**src/assert_macros.svh**
```systemverilog
// Assertion macros shared by the RTL of the gate controller.
// Included by bare file name; needs no other file.
`ifndef ASSERT_MACROS_SVH
`define ASSERT_MACROS_SVH

`ifndef SYNTH

// Property checked at every clock edge outside reset.
`define ASSERT_CLK(name, clock, reset, prop, msg) \
  name: assert property (@(posedge clock) disable iff (reset) (prop)) else $error(msg);

// Implication from one cycle to the next, outside reset.
`define ASSERT_NEXT(name, clock, reset, cause, effect, msg) \
  name: assert property (@(posedge clock) disable iff (reset) (cause) |=> (effect)) \
    else $error(msg);

`else

`define ASSERT_CLK(name, clock, reset, prop, msg)
`define ASSERT_NEXT(name, clock, reset, cause, effect, msg)

`endif

`endif

```
**src/gate_ctrl_pkg.sv**
```systemverilog
// Package for the gate controller: field widths, register indexes, codes,
// reset values and small helper functions. Depends on nothing.
`timescale 1ns / 1ps

package gate_ctrl_pkg;

  // Field widths.
  localparam int PULSE_W   = 15;
  localparam int PHASE_W   = 3;
  localparam int MODE_W    = 2;
  localparam int ECHO_W    = 16;
  localparam int STEP_W    = 8;
  localparam int ELAPSED_W = 8;
  localparam int HOLD_W    = 16;
  localparam int COUNT_W   = 4;
  localparam int ADDR_W    = 3;
  localparam int CFG_W     = 16;
  localparam int IN_DATA_W  = 16;
  localparam int OUT_DATA_W = 24;

  // Configuration register indexes.
  localparam logic [ADDR_W-1:0] REG_CLOSED_PULSE   = 3'd0;
  localparam logic [ADDR_W-1:0] REG_OPEN_PULSE     = 3'd1;
  localparam logic [ADDR_W-1:0] REG_RAMP_STEP      = 3'd2;
  localparam logic [ADDR_W-1:0] REG_RAMP_INTERVAL  = 3'd3;
  localparam logic [ADDR_W-1:0] REG_OPEN_HOLD_MS   = 3'd4;
  localparam logic [ADDR_W-1:0] REG_TRIGGER_PERIOD = 3'd5;
  localparam logic [ADDR_W-1:0] REG_NEAR_ECHO_US   = 3'd6;
  localparam logic [ADDR_W-1:0] REG_HITS_NEEDED    = 3'd7;

  // Reset values of the configuration registers.
  localparam logic [PULSE_W-1:0]   RST_CLOSED_PULSE   = 15'd1000;
  localparam logic [PULSE_W-1:0]   RST_OPEN_PULSE     = 15'd1800;
  localparam logic [STEP_W-1:0]    RST_RAMP_STEP      = 8'd5;
  localparam logic [ELAPSED_W-1:0] RST_RAMP_INTERVAL  = 8'd20;
  localparam logic [HOLD_W-1:0]    RST_OPEN_HOLD_MS   = 16'd20000;
  localparam logic [ELAPSED_W-1:0] RST_TRIGGER_PERIOD = 8'd50;
  localparam logic [ECHO_W-1:0]    RST_NEAR_ECHO_US   = 16'd2000;
  localparam logic [COUNT_W-1:0]   RST_HITS_NEEDED    = 4'd3;

  // Input item kinds.
  localparam logic [MODE_W-1:0] MODE_TICK    = 2'd0;
  localparam logic [MODE_W-1:0] MODE_COMMAND = 2'd1;
  localparam logic [MODE_W-1:0] MODE_LEFT    = 2'd2;
  localparam logic [MODE_W-1:0] MODE_RIGHT   = 2'd3;

  // Gate phase codes.
  localparam logic [PHASE_W-1:0] PH_CLOSED   = 3'd0;
  localparam logic [PHASE_W-1:0] PH_OPENING  = 3'd1;
  localparam logic [PHASE_W-1:0] PH_OPEN     = 3'd2;
  localparam logic [PHASE_W-1:0] PH_CLOSING  = 3'd3;
  localparam logic [PHASE_W-1:0] PH_STOPPED  = 3'd4;
  localparam logic [PHASE_W-1:0] PH_OBSTACLE = 3'd5;

  // Right echoes at or below this are sensor ringing and are dropped.
  localparam logic [ECHO_W-1:0]    SHORT_RIGHT_ECHO = 16'd100;
  localparam logic [ELAPSED_W-1:0] ELAPSED_MAX      = 8'hFF;
  localparam logic [COUNT_W-1:0]   COUNT_MAX        = 4'hF;

  // The sensors are fired and their echoes used only in these phases.
  function automatic logic is_sensing(input logic [PHASE_W-1:0] phase);
    return (phase == PH_OPENING) || (phase == PH_CLOSING) || (phase == PH_OBSTACLE);
  endfunction

  function automatic logic [ELAPSED_W-1:0] sat_inc_elapsed(input logic [ELAPSED_W-1:0] v);
    return (v == ELAPSED_MAX) ? v : v + 8'd1;
  endfunction

  function automatic logic [COUNT_W-1:0] sat_inc_count(input logic [COUNT_W-1:0] v);
    return (v == COUNT_MAX) ? v : v + 4'd1;
  endfunction

endpackage

```
**src/gate_controller_with_obstacle_stop_core.sv**
```systemverilog
// Top level of the gate controller with obstacle stop.
// Depends on gate_ctrl_pkg and on assert_macros.svh.
`timescale 1ns / 1ps
`include "assert_macros.svh"

// The block runs a six-phase gate machine (closed, opening, open, closing,
// stopped, obstacle) from a stream of items: millisecond ticks, remote
// commands, and left or right ultrasonic echo times, selected by s_tuser.
// Every accepted item yields exactly one result transfer carrying the servo
// pulse width, the phase, the obstacle flag and the two sensor trigger strobes
// as they stand after that item. A command only arms a pending flag that the
// next tick acts on. The block takes one item per clock cycle unless stalled:
// the whole update is one pass of compare and small add logic from the state
// registers into the result register, and each result appears in the cycle
// after its item. The result register decouples the sides, so a new item is
// accepted whenever it is empty or being drained in the same cycle. There is
// no clearing pass after reset. The user writes configuration registers via
// cfg_we, cfg_addr and cfg_data while the stream is idle; it is not enforced.
module gate_controller_with_obstacle_stop_core (
  input  logic                                 clk,
  input  logic                                 rst,
  // Input stream.
  input  logic                                 s_tvalid,
  output logic                                 s_tready,
  input  logic [gate_ctrl_pkg::IN_DATA_W-1:0]  s_tdata,   // [15:0] echo_time
  input  logic [gate_ctrl_pkg::MODE_W-1:0]     s_tuser,   // [1:0] mode
  // Result stream.
  output logic                                 m_tvalid,
  input  logic                                 m_tready,
  // [14:0] pulse_width, [17:15] gate_state, [18] obstacle, [19] trigger_a,
  // [20] trigger_b, [23:21] zero
  output logic [gate_ctrl_pkg::OUT_DATA_W-1:0] m_tdata,
  // Configuration write port.
  input  logic                                 cfg_we,
  input  logic [gate_ctrl_pkg::ADDR_W-1:0]     cfg_addr,
  input  logic [gate_ctrl_pkg::CFG_W-1:0]      cfg_data
);

  import gate_ctrl_pkg::*;

  // Configuration registers.
  logic [PULSE_W-1:0]   closed_pulse;
  logic [PULSE_W-1:0]   open_pulse;
  logic [STEP_W-1:0]    ramp_step;
  logic [ELAPSED_W-1:0] ramp_interval;
  logic [HOLD_W-1:0]    open_hold_ms;
  logic [ELAPSED_W-1:0] trigger_period;
  logic [ECHO_W-1:0]    near_echo_us;
  logic [COUNT_W-1:0]   hits_needed;

  // Gate state.
  logic [PHASE_W-1:0]   gate_phase, gate_phase_next;
  logic                 was_closing, was_closing_next;
  logic                 command_pending, command_pending_next;
  logic [PULSE_W-1:0]   servo_pulse, servo_pulse_next;
  logic [ELAPSED_W-1:0] ramp_elapsed, ramp_elapsed_next;
  logic [HOLD_W-1:0]    hold_count, hold_count_next;
  logic                 hold_running, hold_running_next;
  logic [ELAPSED_W-1:0] trigger_elapsed, trigger_elapsed_next;
  logic                 next_is_a, next_is_a_next;
  logic [COUNT_W-1:0]   near_count_left, near_count_left_next;
  logic [COUNT_W-1:0]   near_count_right, near_count_right_next;
  logic                 blocked_left, blocked_left_next;
  logic                 blocked_right, blocked_right_next;

  // Per-item working values.
  logic                  accept;
  logic [MODE_W-1:0]     mode;
  logic [ECHO_W-1:0]     echo_time;
  logic                  fire_a, fire_b;
  logic                  blocked;
  logic [PULSE_W-1:0]    target;
  logic [HOLD_W:0]       hold_sum;
  logic [PULSE_W:0]      up_sum;
  logic [PULSE_W-1:0]    down_diff;
  logic                  near;
  logic [OUT_DATA_W-1:0] result_next;

  assign mode      = s_tuser;
  assign echo_time = s_tdata;
  assign s_tready  = !m_tvalid || m_tready;
  assign accept    = s_tvalid && s_tready;

  // Configuration writes.
  always_ff @(posedge clk) begin
    if (rst) begin
      closed_pulse   <= RST_CLOSED_PULSE;
      open_pulse     <= RST_OPEN_PULSE;
      ramp_step      <= RST_RAMP_STEP;
      ramp_interval  <= RST_RAMP_INTERVAL;
      open_hold_ms   <= RST_OPEN_HOLD_MS;
      trigger_period <= RST_TRIGGER_PERIOD;
      near_echo_us   <= RST_NEAR_ECHO_US;
      hits_needed    <= RST_HITS_NEEDED;
    end else if (cfg_we) begin
      case (cfg_addr)
        REG_CLOSED_PULSE:   closed_pulse   <= cfg_data[PULSE_W-1:0];
        REG_OPEN_PULSE:     open_pulse     <= cfg_data[PULSE_W-1:0];
        REG_RAMP_STEP:      ramp_step      <= cfg_data[STEP_W-1:0];
        REG_RAMP_INTERVAL:  ramp_interval  <= cfg_data[ELAPSED_W-1:0];
        REG_OPEN_HOLD_MS:   open_hold_ms   <= cfg_data[HOLD_W-1:0];
        REG_TRIGGER_PERIOD: trigger_period <= cfg_data[ELAPSED_W-1:0];
        REG_NEAR_ECHO_US:   near_echo_us   <= cfg_data[ECHO_W-1:0];
        REG_HITS_NEEDED:    hits_needed    <= cfg_data[COUNT_W-1:0];
        default: begin
        end
      endcase
    end
  end

  // Next-state logic for one item. The steps of a tick run in a fixed order:
  // timers count, the open-hold timer may start closing, a sensor may fire,
  // the phase machine runs, and then at most one ramp step is taken.
  always_comb begin
    gate_phase_next       = gate_phase;
    was_closing_next      = was_closing;
    command_pending_next  = command_pending;
    servo_pulse_next      = servo_pulse;
    ramp_elapsed_next     = ramp_elapsed;
    hold_count_next       = hold_count;
    hold_running_next     = hold_running;
    trigger_elapsed_next  = trigger_elapsed;
    next_is_a_next        = next_is_a;
    near_count_left_next  = near_count_left;
    near_count_right_next = near_count_right;
    blocked_left_next     = blocked_left;
    blocked_right_next    = blocked_right;
    fire_a    = 1'b0;
    fire_b    = 1'b0;
    blocked   = blocked_left || blocked_right;
    target    = closed_pulse;
    hold_sum  = {1'b0, hold_count} + 17'd1;
    up_sum    = {1'b0, servo_pulse} + {8'd0, ramp_step};
    down_diff = servo_pulse - target;
    near      = (echo_time <= near_echo_us);

    case (mode)
      MODE_TICK: begin
        ramp_elapsed_next    = sat_inc_elapsed(ramp_elapsed);
        trigger_elapsed_next = sat_inc_elapsed(trigger_elapsed);

        if (hold_running) begin
          if (hold_sum >= {1'b0, open_hold_ms}) begin
            hold_running_next = 1'b0;
            hold_count_next   = '0;
            if (gate_phase == PH_OPEN) begin
              gate_phase_next = PH_CLOSING;
            end
          end else begin
            hold_count_next = hold_sum[HOLD_W-1:0];
          end
        end

        // Alternate the two sensors, starting with the second one.
        if (is_sensing(gate_phase_next) && (trigger_elapsed_next >= trigger_period)) begin
          trigger_elapsed_next = '0;
          fire_a         = next_is_a;
          fire_b         = !next_is_a;
          next_is_a_next = !next_is_a;
        end

        // Phase machine, working on the phase left by the hold timer.
        case (gate_phase_next)
          PH_OPENING: begin
            target = open_pulse;
            if (blocked) begin
              gate_phase_next = PH_OBSTACLE;
            end else if (servo_pulse == open_pulse) begin
              gate_phase_next   = PH_OPEN;
              hold_count_next   = '0;
              hold_running_next = 1'b1;
            end else if (command_pending) begin
              was_closing_next     = 1'b0;
              gate_phase_next      = PH_STOPPED;
              command_pending_next = 1'b0;
            end
          end
          PH_OPEN: begin
            target = open_pulse;
            if (command_pending) begin
              gate_phase_next      = PH_CLOSING;
              command_pending_next = 1'b0;
              hold_count_next      = '0;
              hold_running_next    = 1'b0;
            end
          end
          PH_CLOSING: begin
            target = closed_pulse;
            if (blocked) begin
              gate_phase_next = PH_OBSTACLE;
            end else if (servo_pulse == closed_pulse) begin
              gate_phase_next = PH_CLOSED;
            end else if (command_pending) begin
              was_closing_next     = 1'b1;
              gate_phase_next      = PH_STOPPED;
              command_pending_next = 1'b0;
            end
          end
          PH_STOPPED: begin
            // A stopped gate holds where it is and resumes the other way.
            target = servo_pulse;
            if (command_pending) begin
              gate_phase_next      = was_closing ? PH_OPENING : PH_CLOSING;
              command_pending_next = 1'b0;
            end
          end
          PH_OBSTACLE: begin
            // Leaving the obstacle phase always reopens the gate.
            target = servo_pulse;
            if (!blocked && command_pending) begin
              gate_phase_next      = PH_OPENING;
              command_pending_next = 1'b0;
            end
          end
          default: begin
            // Closed, and the unused codes that behave as closed.
            gate_phase_next = PH_CLOSED;
            target          = closed_pulse;
            if (command_pending) begin
              gate_phase_next      = PH_OPENING;
              command_pending_next = 1'b0;
            end
          end
        endcase

        // One ramp step toward the target, clamped so it never overshoots.
        down_diff = servo_pulse - target;
        if ((servo_pulse != target) && (ramp_elapsed_next > ramp_interval)) begin
          if (servo_pulse < target) begin
            servo_pulse_next = (up_sum > {1'b0, target}) ? target : up_sum[PULSE_W-1:0];
          end else begin
            servo_pulse_next = (down_diff < {7'd0, ramp_step}) ? target
                               : servo_pulse - {7'd0, ramp_step};
          end
          ramp_elapsed_next = '0;
        end
      end
      MODE_COMMAND: begin
        command_pending_next = 1'b1;
      end
      MODE_LEFT: begin
        if (is_sensing(gate_phase)) begin
          near_count_left_next = near ? sat_inc_count(near_count_left) : '0;
          blocked_left_next    = (near_count_left_next >= hits_needed);
        end
      end
      MODE_RIGHT: begin
        if (is_sensing(gate_phase) && (echo_time > SHORT_RIGHT_ECHO)) begin
          near_count_right_next = near ? sat_inc_count(near_count_right) : '0;
          blocked_right_next    = (near_count_right_next >= hits_needed);
        end
      end
      default: begin
      end
    endcase

    result_next = {3'b000, fire_b, fire_a, blocked_left_next || blocked_right_next,
                   gate_phase_next, servo_pulse_next};
  end

  // State registers advance only when an item is accepted.
  always_ff @(posedge clk) begin
    if (rst) begin
      gate_phase       <= PH_CLOSED;
      was_closing      <= 1'b0;
      command_pending  <= 1'b0;
      servo_pulse      <= RST_CLOSED_PULSE;
      ramp_elapsed     <= '0;
      hold_count       <= '0;
      hold_running     <= 1'b0;
      trigger_elapsed  <= ELAPSED_MAX;
      next_is_a        <= 1'b0;
      near_count_left  <= '0;
      near_count_right <= '0;
      blocked_left     <= 1'b0;
      blocked_right    <= 1'b0;
    end else if (accept) begin
      gate_phase       <= gate_phase_next;
      was_closing      <= was_closing_next;
      command_pending  <= command_pending_next;
      servo_pulse      <= servo_pulse_next;
      ramp_elapsed     <= ramp_elapsed_next;
      hold_count       <= hold_count_next;
      hold_running     <= hold_running_next;
      trigger_elapsed  <= trigger_elapsed_next;
      next_is_a        <= next_is_a_next;
      near_count_left  <= near_count_left_next;
      near_count_right <= near_count_right_next;
      blocked_left     <= blocked_left_next;
      blocked_right    <= blocked_right_next;
    end
  end

  // Result register: filled on acceptance, emptied when the transfer completes.
  always_ff @(posedge clk) begin
    if (rst) begin
      m_tvalid <= 1'b0;
    end else if (accept) begin
      m_tvalid <= 1'b1;
    end else if (m_tready) begin
      m_tvalid <= 1'b0;
    end
  end

  always_ff @(posedge clk) begin
    if (accept) begin
      m_tdata <= result_next;
    end
  end

  // Only one sensor is ever fired by a single tick.
  `ASSERT_CLK(a_one_trigger, clk, rst, !(m_tvalid && m_tdata[19] && m_tdata[20]), "both sensors fired on one tick")
  // Commands and echoes never fire a sensor.
  `ASSERT_NEXT(a_trigger_on_tick, clk, rst, accept && (s_tuser != MODE_TICK), !(m_tdata[19] || m_tdata[20]), "sensor fired on a non-tick item")
  // The auto-close timer runs only while the gate stands open.
  `ASSERT_CLK(a_hold_when_open, clk, rst, !hold_running || (gate_phase == PH_OPEN), "hold timer running outside the open phase")
  // The servo pulse changes only as a result of an accepted item.
  `ASSERT_NEXT(a_pulse_holds, clk, rst, !accept, $stable(servo_pulse), "servo pulse moved without an item")

endmodule
```
**config.mk**
```make
export PLATFORM = sky130hd
export DESIGN_NAME = gate_controller_with_obstacle_stop_core
export DESIGN_NICKNAME = d
export VERILOG_FILES = /design/src/gate_ctrl_pkg.sv /design/src/gate_controller_with_obstacle_stop_core.sv
export VERILOG_INCLUDE_DIRS = /design/src /design/src/src
export SDC_FILE = /design/constraint.sdc
export NUM_CORES = 1
export LEC_CHECK = 0
export BUFFER_PORTS_ARGS = -buffer_cell sky130_fd_sc_hd__buf_2
export CAP_MARGIN = 10
export CORE_MARGIN = 8
export CORE_UTILIZATION = 45
export CTS_CLUSTER_SIZE = 24
export DETAILED_ROUTE_END_ITERATION = 10
export GPL_TIMING_DRIVEN = 0
export PLACE_DENSITY = 0.7
export SLEW_MARGIN = 20
export SYNTH_ARGS = -nofsm -noshare
export SYNTH_HDL_FRONTEND = slang
export SYNTH_SLANG_ARGS = --single-unit
export TNS_END_PERCENT = 30
```
**constraint.sdc**
```tcl
create_clock -name clk -period 10.55 [get_ports clk]
set_clock_uncertainty 0.1 [all_clocks]
set_input_delay 0.5275 -clock clk [delete_from_list [all_inputs] [get_ports clk]]
set_output_delay 0.5275 -clock clk [all_outputs]
set_load 0.01 [all_outputs]
```
# Word-level counts from Yosys, hierarchy flattened
# Cells that the tools add are included.
word_totals:
  in_bits: 42
  out_inout_bits: 26
  ff_bits: 176
classes:
  mux: 63
  n_lt_le_gt_ge: 10
  reduce_logical: 37
  eq_ne: 37
  add_sub_neg: 8
op_table:
  columns: ["operator", "count"]
  rows:
  - ["15-bit two-way mux", 6]
  - ["16-bit two-way mux", 5]
  - ["3-bit two-way mux", 13]
  - ["8-bit two-way mux", 4]
  - ["16-bit one-hot mux with 2 select lines", 1]
  - ["15-bit equality test", 2]
  - ["15-bit one-hot mux with 2 select lines", 1]
  - ["1-bit two-way mux", 23]
  - ["3-bit equality test (second input constant)", 7]
  - ["2-bit AND reduction", 10]
  - ["3-bit by 2-bit equality test with 1-bit output (second input constant)", 6]
  - ["16-bit by 1-bit adder with 17-bit output (second input constant)", 1]
  - ["17-bit by 16-bit >= comparator with 1-bit output", 1]
  - ["15-bit by 8-bit adder with 16-bit output", 1]
  - ["8-bit by 1-bit adder with 8-bit output (second input constant)", 2]
  - ["8-bit equality test (second input constant)", 2]
  - ["16-bit by 15-bit greater-than comparator with 1-bit output", 1]
  - ["16-bit by 7-bit greater-than comparator with 1-bit output (second input constant)", 1]
  - ["16-bit less-or-equal comparator", 1]
  - ["4-bit two-way mux", 4]
  - ["15-bit < comparator", 1]
  - ["15-bit by 8-bit < comparator with 1-bit output", 1]
  - ["15-bit != test", 1]
  - ["3-bit != test (second input constant)", 5]
  - ["other kinds (25)", 55]

# Longest topological paths before layout
# Gate-level depths: netlist (run 1).
logic_depth:
  word_depth: 15
  ltp_mapped: 38

# Worst setup path before layout (run 1)
# No wires, ideal clock.
synth_timing:
  kind: "reg-to-reg"
  start: "reg hold_count[0]"
  end: "reg m_tdata[10] in the netlist's numbering (data pin)"
  slack_ns: 2.807
  path_stages_with_launch: 38
  period_less_slack_ns: 7.743
  t_required_ns: 10.180
  arrival_time_ns: 7.372
  cell_sequence: "dfxtp_1 ha_1 nand3_2 or2_2 clkbuf_1 nor2b_1 nand4_1 xnor2_1 ha_1 nand3_1 a2111o_1 o211a_1 buf_6 or2_2 buf_6 a222oi_1 inv_1 ha_1 [2 not listed] nand4_1 and2_1 xnor2_1 nor2_1 a221o_1 ha_1 o21ai_0 nand2b_1 a21oi_1 nor2b_1 o21ai_0 o2111ai_1 a2111oi_4 o2111a_2 nand2_2 buf_6 o311ai_2 a21oi_1"
synth_between:
  elab_chain_cells: 15
synth_lines:
  columns: ["item", "line_no", "rtl"]
  rows:
  - ["start: declaration", "gate_controller_with_obstacle_stop_core.sv:57", "logic [HOLD_W-1:0] hold_count, hold_count_next;"]
  - ["start signal: assignment", "gate_controller_with_obstacle_stop_core.sv:283", "hold_count <= hold_count_next;"]
  - ["16-bit by 1-bit adder with 17-bit output *", "gate_controller_with_obstacle_stop_core.sv:132", "hold_sum = {1'b0, hold_count} + 17'd1;"]
  - ["17-bit by 16-bit >= comparator with 1-bit output *", "gate_controller_with_obstacle_stop_core.sv:143", "if (hold_sum >= {1'b0, open_hold_ms}) begin"]
  - ["3-bit two-way mux *", "gate_controller_with_obstacle_stop_core.sv:143", null]
  - ["3-bit two-way mux *", "gate_controller_with_obstacle_stop_core.sv:142", "if (hold_running) begin"]
  - ["3-bit two-way mux *", "gate_controller_with_obstacle_stop_core.sv:137", "case (mode)"]
  - ["3-bit equality test (tied with other cells)", "gate_controller_with_obstacle_stop_core.sv:163", "case (gate_phase_next)"]
  - ["2-bit OR reduction (no line)", null, null]
  - ["15-bit one-hot mux with 2 select lines *", "gate_controller_with_obstacle_stop_core.sv:163", null]
  - ["15-bit two-way mux *", "gate_controller_with_obstacle_stop_core.sv:137", null]
  - ["15-bit subtractor", "gate_controller_with_obstacle_stop_core.sv:227", "down_diff = servo_pulse - target;"]
  - ["15-bit by 8-bit < comparator with 1-bit output", "gate_controller_with_obstacle_stop_core.sv:232", "servo_pulse_next = (down_diff < {7'd0, ramp_step}) ? target"]
  - ["15-bit two-way mux", "gate_controller_with_obstacle_stop_core.sv:232", null]
  - ["15-bit two-way mux", "gate_controller_with_obstacle_stop_core.sv:229", "if (servo_pulse < target) begin"]
  - ["15-bit two-way mux *", "gate_controller_with_obstacle_stop_core.sv:228", "if ((servo_pulse != target) && (ramp_elapsed_next > ramp_interval)) begin"]
  - ["15-bit two-way mux *", "gate_controller_with_obstacle_stop_core.sv:137", null]
  - ["net result_next[10]", "gate_controller_with_obstacle_stop_core.sv:77", "logic [OUT_DATA_W-1:0] result_next;"]
  - ["end signal: assignment", "gate_controller_with_obstacle_stop_core.sv:307", "m_tdata <= result_next;"]
  - ["end: declaration", "gate_controller_with_obstacle_stop_core.sv:32", "output logic [gate_ctrl_pkg::OUT_DATA_W-1:0] m_tdata,"]
# Mark *: on every way through the listed nets, which the timed path passes. The rest lies on a longest branch. The select of a mux whose other input is x is not followed.
# A chain may end at the register's enable or synchronous reset.

# Worst setup path after layout (run 1)
layout_timing:
  start: "reg hold_count[0]"
  end: "reg m_tdata[6] in the netlist's numbering (data pin)"
# Same word-level chain as after synthesis.

==> flow_metrics.env, run 1 <==
export IMPL_synthCells=1650
export IMPL_holdWs_ps=226
export IMPL_synth_compound_area_share_pct=22.1
export IMPL_rr_endpoint="m_tdata[6]"
export IMPL_clkLatencyLatePin_ps=450
export IMPL_cts_setup_buffers=0
export IMPL_p_int_mw=1.16
export IMPL_synth_xor_area_share_pct=5.99
export IMPL_synthDominantCellAreaShare_pct=23.8
export IMPL_cp_top_family="compound AO/OA/AOI/OAI gates"
export IMPL_clkPwrFrac_pct=37.4
export IMPL_yosys_cell_types_count=102
export IMPL_period_needed_ps=9560
export IMPL_maxSlewHeadroom_pct=31.7
export IMPL_wl_per_cell_um=18.3
export IMPL_p_sw_mw=0.587
export IMPL_synth_top_family_by_area="simple AND/OR/NAND/NOR gates"
export IMPL_die_h_um=186
export IMPL_clk_pin_slew_ps=80
export IMPL_worstPathArrival_ps=9610
export IMPL_antenna_found_initial=0
export IMPL_finalPower_mw=1.75
export IMPL_p_comb_share_pct=22.4
export IMPL_setup_viol=0
export IMPL_hold_end="near_echo_us[15]"
export IMPL_fin_ws_ps=989
export IMPL_run_status="completed"
export IMPL_viasPerCell=5.75
export IMPL_hold_path_class="primary input to flop"
export IMPL_power_frac_seq_pct=40.2
export IMPL_fillers=2786
export IMPL_hold_viol=0
export IMPL_drive_gt1_share_pct=10.5
export IMPL_worst_pin_slew_ps=1020
export IMPL_cp_slowest_cell="a222oi_1"
export IMPL_r2r_cells=37
export IMPL_wl_mm=39.0
export IMPL_htree_levels=4
export IMPL_dpl_hpwl_mm=29.8
export IMPL_critPathKind="flop to flop"
export IMPL_globalplace_congestion=0.919
export IMPL_drt_first_pass_iters=9
export IMPL_cpMostUsedCell="ha_1"
export IMPL_cp_end_kind="flop"
export IMPL_synth_largest_area_cell="dfxtp_1"
export IMPL_period_share_pct=90.6
export IMPL_cts_root_buffer_cell="clkbuf_16"
export IMPL_yosys_warnings=0
export IMPL_p_leak_nw=5.89
export IMPL_tns_ps=0
export IMPL_synthTopCellsByCount="nand2_1, a21oi_1, dfxtp_1, nor2_1, ha_1"
export IMPL_synth_most_common_cell="nand2_1"
export IMPL_vias=12200
export IMPL_worstPathRequired_ps=10600
export IMPL_switching_share_pct=33.6
export IMPL_port_buffers=57
export IMPL_finalNetCount=1879
export IMPL_synthTopCellsByArea="dfxtp_1, ha_1, nand2_1, a21oi_1, edfxtp_1"
export IMPL_pin_count=68
export IMPL_gr_total_overflow=0
export IMPL_max_clock_freq_ghz=0.105
export IMPL_route_detailed_drc=0
export IMPL_ctsHoldBuffers=0
export IMPL_post_place_ws_ps=1150
export IMPL_finalMaxSlewViolations=0
export IMPL_drv_cap=0
export IMPL_yosys_area_share_simple_pct=22.4
export IMPL_crit_path_max_incr_delay_ps=790
export IMPL_yosysSeqAreaShare_pct=28.7
export IMPL_grt_pass1_vias=11700
export IMPL_grt_usage_pct=22.7
export IMPL_numCtsBuffers=17
export IMPL_die_width_um=186
export IMPL_floorplan_rows=62
export IMPL_synth_edf_count=21
export IMPL_cts_resized=0
export IMPL_grt_max_degree=27
export IMPL_vdd_drop_max_mv=0.0773
export IMPL_r2r_slack_ps=990
export IMPL_path_max_fanout=10
export IMPL_clockBufferDepth=2
export IMPL_syn_area_per_cell_sq_um=7.89
export IMPL_die_area_sq_mm=0.0346
export IMPL_hold_path_startpoint="cfg_data[15]"
export IMPL_areaGrowthSynthToFinish_pct=10.6
export IMPL_tritoncts="done"
export IMPL_syn_area_sq_mm=0.0130
export IMPL_hold_path_cell_count=3
export IMPL_ant_nets=0
export IMPL_async_flop_share_pct=0
export IMPL_grt_pass1_wl_mm=62.3
export IMPL_core_area_sq_mm=0.0286
export IMPL_grt_setup_unrepaired="false"
export IMPL_drt_iter0_drc=1015
export IMPL_power_density_mw_per_mm2=121
export IMPL_crit_buf_inv=5
export IMPL_muxShareOfSynthArea_pct=2.95
export IMPL_synth_seq_cells=176
export IMPL_synthAdderAreaFrac_pct=10.7
export IMPL_cts_sinks=176
export IMPL_synthFlopType="dfxtp_1"
export IMPL_r2r_start="hold_count[0]"
export IMPL_start_util_pct=45.5
export IMPL_antenna_cells=0
export IMPL_worst_setup_path_start_kind="flop"
state kept, by name, indices dropped and copies added, names as in the netlist, 3 cells and up:
register	cells
trigger_elapsed	8
gate_phase	3
trigger_period	8
near_echo_us	16
near_count_left	4
closed_pulse	15
near_count_right	4
open_pulse	15
ramp_step	8
ramp_interval	8
hits_needed	4
servo_pulse	15
open_hold_ms	16
ramp_elapsed	8
hold_count	16
m_tdata	21
cell families (layout without fill, tap and decap cells):
group | Yosys count | in the layout
compound gates | 414 | 414
other cells | 1 | 3
xor+xnor | 89 | 89
fa+ha+maj | 110 | 110
mux | 37 | 37
buf+inv | 197 | 286
simple gates | 626 | 626
flops | 176 | 176
cell usage in the layout, fill, tap and decap left out, types with 10 or more instances in the layout:
cell	netlist	final
a211o_1	14	14
a211oi_1	16	16
a21o_1	28	28
a21oi_1	157	157
a22oi_1	15	15
buf_2	5	62
clkbuf_1	69	69
clkbuf_16	0	17
dfxtp_1	155	155
edfxtp_1	21	21
ha_1	106	106
inv_1	95	95
mux2i_1	29	29
nand2_1	242	242
nand2b_1	26	26
nand3_1	43	43
nand3b_1	24	24
nand4_1	29	29
nor2_1	148	148
nor2b_1	21	21
nor3_1	37	37
o211ai_1	15	15
o21a_1	20	20
o21ai_0	55	55
or2_2	10	10
xnor2_1	66	66
xor2_1	23	23
layer usage:
layer / vias up / GRT usage (%) / routed length (um)
li1: 5944 / - / -
met1: 5809 / 28.8 / 17000
met2: 384 / 39.3 / 18700
met3: 78 / 2.71 / 2100
met4: 0 / 7.94 / 1140
met5: - / 0 / 0
layout make-up:
class	instances	area [sq um]	share of cell area, %
flip-flops and latches	176	3730	25.9
repair buffers	57	285	1.98
clock buffers	17	425	2.96
clock inverters	15	179	1.24
plain buffers	101	572	3.97
well taps	384	480	3.34
multi-input cells	1279	8360	58.1
inverters	96	362	2.51
worst register-to-register path: cells and delay by family (launching register included):
kind                     cells  cell delay (ps)
AO/OA/AOI/OAI               13             4120
AND/OR/NAND/NOR             12             1920
adder cells (fa/ha/maj)      5             1640
buffers and inverters        5              810
flip-flops                   1              410
XOR/XNOR                     2              300
through the flow:
step / cell area, sq um / std cells / utilization (%)
final: 14400 / 2125 / 50.3
after global routing: 14400 / 2125 / 50.3
after CTS: 14400 / 2125 / 50.3
after detailed placement: 13800 / 2093 / 48.2
after global placement: 13800 / 2093 / 48.2
after floorplan: 13000 / 1652 / -
power by group through the flow:
stage / Sequential, mW / Clock [mW] / Combinational, mW
after global routing: 0.703 / 0.685 / 0.429
after CTS: 0.701 / 0.663 / 0.386
after floorplan: 0.715 / 0 / 0.277
after detailed placement: 0.717 / 0 / 0.384
after global placement: 0.716 / 0 / 0.378
final: 0.701 / 0.654 / 0.391
worst max path at each step:
stage,from,end,depth (start not counted)
CTS,hold_count[0],m_tdata[6],37
global route,hold_count[2],m_tdata[3],36
finish,hold_count[0],m_tdata[6],37
detailed placement,hold_count[0],m_tdata[6],37
floorplan,hold_count[0],m_tdata[10],37
global placement,hold_count[2],m_tdata[6],37
Power figures use the tool's default switching activity.
==> inputs of run 2 (changes only) <==
--- a/config.mk
+++ b/config.mk
@@ -9,11 +9,11 @@
 export BUFFER_PORTS_ARGS = -buffer_cell sky130_fd_sc_hd__buf_2
 export CAP_MARGIN = 10
 export CORE_MARGIN = 8
-export CORE_UTILIZATION = 45
+export CORE_UTILIZATION = 30
 export CTS_CLUSTER_SIZE = 24
 export DETAILED_ROUTE_END_ITERATION = 10
 export GPL_TIMING_DRIVEN = 0
-export PLACE_DENSITY = 0.7
+export PLACE_DENSITY = 0.53
 export SLEW_MARGIN = 20
 export SYNTH_ARGS = -nofsm -noshare
 export SYNTH_HDL_FRONTEND = slang
==> run 2 against run 1 <==
Effect of this change:
- flip-flop and latch count did not move
- utilization decreased by 16 points
- hold slack worse by 16 ps
- combinational power is 1% higher
- cell area is 1.5% higher
- critical endpoint is now m_tdata[14]
- critical path depth unchanged
- first-iteration DRC count decreased by 20%
- sequential share of layout area decreased by 0.38 points
==> flow_metrics.env, run 2 (synthesis gave the netlist of run 1 again) <==
export IMPL_htree_levels=4
export IMPL_vias=12000
export IMPL_path_max_fanout=10
export IMPL_crit_path_max_incr_delay_ps=820
export IMPL_final_common_cell="nand2_1"
export IMPL_route_detailed_drc=0
export IMPL_clkLatencyLatePin_ps=460
export IMPL_clk_pin_slew_ps=70
export IMPL_period_share_pct=91.5
export IMPL_core_area_sq_mm=0.0430
export IMPL_crit_buf_inv=5
export IMPL_globalplace_congestion=0.912
export IMPL_gr_total_overflow=0
export IMPL_worstPathArrival_ps=9730
export IMPL_vdd_drop_max_mv=0.120
export IMPL_critPathKind="flop to flop"
export IMPL_postLayoutCellArea_sq_mm=0.0146
export IMPL_viasPerCell=5.15
export IMPL_tns_ps=0
export IMPL_antenna_found_initial=1
export IMPL_cts_root_buffer_cell="clkbuf_16"
export IMPL_finalNetCount=1879
export IMPL_place_area_sq_mm=0.0140
export IMPL_numCtsBuffers=17
export IMPL_drive_gt1_share_pct=10.3
export IMPL_antenna_cells=0
export IMPL_port_buffers=57
export IMPL_cp_end_kind="flop"
export IMPL_drv_cap=0
export IMPL_pin_count=68
export IMPL_power_density_mw_per_mm2=119
export IMPL_worst_pin_slew_ps=1070
export IMPL_grt_pass1_wl_mm=65.1
export IMPL_grt_max_degree=27
export IMPL_start_util_pct=30.3
export IMPL_die_area_sq_mm=0.0503
export IMPL_final_cells=2326
export IMPL_ant_nets=0
export IMPL_fillers=4616
export IMPL_largest_reg_flops=21
export IMPL_dpl_cell_count=2294
export IMPL_dpl_hpwl_mm=32.3
export IMPL_finalMaxSlewViolations=0
export IMPL_cts_resized=0
export IMPL_tritoncts="done"
export IMPL_hold_viol=0
export IMPL_die_width_um=224
export IMPL_hold_path_class="primary input to flop"
export IMPL_drt_iter0_drc=811
export IMPL_grt_usage_pct=16.4
export IMPL_worstPathRequired_ps=10630
export IMPL_post_route_util_pct=34.0
export IMPL_die_h_um=224
export IMPL_cpMostUsedCell="o21ai_0"
export IMPL_grt_setup_unrepaired="false"
export IMPL_ctsHoldBuffers=0
export IMPL_maxSlewHeadroom_pct=27.7
export IMPL_setup_viol=0
export IMPL_run_status="completed"
export IMPL_areaGrowthSynthToFinish_pct=12.3
export IMPL_wl_mm=42.0
export IMPL_p_leak_nw=5.87
export IMPL_cts_setup_buffers=0
export IMPL_cp_slowest_cell="a222oi_1"
export IMPL_wl_per_cell_um=18.1
export IMPL_max_clock_freq_ghz=0.104
export IMPL_grt_pass1_vias=11400
export IMPL_clockBufferDepth=2
export IMPL_drt_first_pass_iters=6
export IMPL_cp_top_family="compound AO/OA/AOI/OAI gates"
export IMPL_worst_setup_path_start_kind="flop"
export IMPL_layout_common_cells="nand2_1, a21oi_1, dfxtp_1"
export IMPL_largest_register="m_tdata"
export IMPL_r2r_slack_ps=900
export IMPL_cts_sinks=176
export IMPL_period_needed_ps=9650
export IMPL_floorplan_rows=76
run 2: cell type report:
type,instances,area (sq um),area share [%]
buffer,101,572,3.91
multi-input combinational,1279,8360,57.2
clock buffer,22,475,3.25
inverter,96,362,2.47
sequential,176,3730,25.6
clock inverter,10,93.8,0.642
tap,585,732,5.01
timing repair buffer,57,285,1.95
run 2: worst paths after layout:
path / from / depth (start not counted) / to
min reg2reg: ramp_interval[7] / 2 / ramp_interval[7]
min: s_tvalid / 3 / m_tvalid
max: hold_count[2] / 37 / m_tdata[14]
max reg2reg: hold_count[2] / 37 / m_tdata[14]
run 2: stage by stage:
step | hold slack [ps] | total power [mW] | setup WS, ps
after floorplan | 335 | 0.992 | 2810
after global placement | 343 | 1.11 | 1060
after detailed placement | 349 | 1.11 | 1050
after CTS | 199 | 1.75 | 1010
after global routing | 209 | 1.82 | 444
final | 209 | 1.74 | 897
run 2: routing by layer:
metal / global-route usage [%] / share of wire [%] / up-vias
met2: 27.7 / 47 / 285
li1: - / - / 5953
met1: 21.9 / 47 / 5699
met3: 2.15 / 4.1 / 48
met4: 4.56 / 2.0 / 0
met5: 0 / 0 / -
run 2: report_power, final:
group	switching (mW)	total [mW]	internal, mW
logic	0.251	0.395	0.145
clock network	0.311	0.641	0.330
registers	0.0110	0.702	0.691
run 2: worst register-to-register path, delay by kind of cell, from the launching register on:
kind	cells	cell delay [ps]
buffers and inverters	5	870
AND/OR/NAND/NOR	13	2250
flip-flops	1	440
XOR/XNOR	1	110
adder cells (fa/ha/maj)	4	1350
AO/OA/AOI/OAI	14	4230
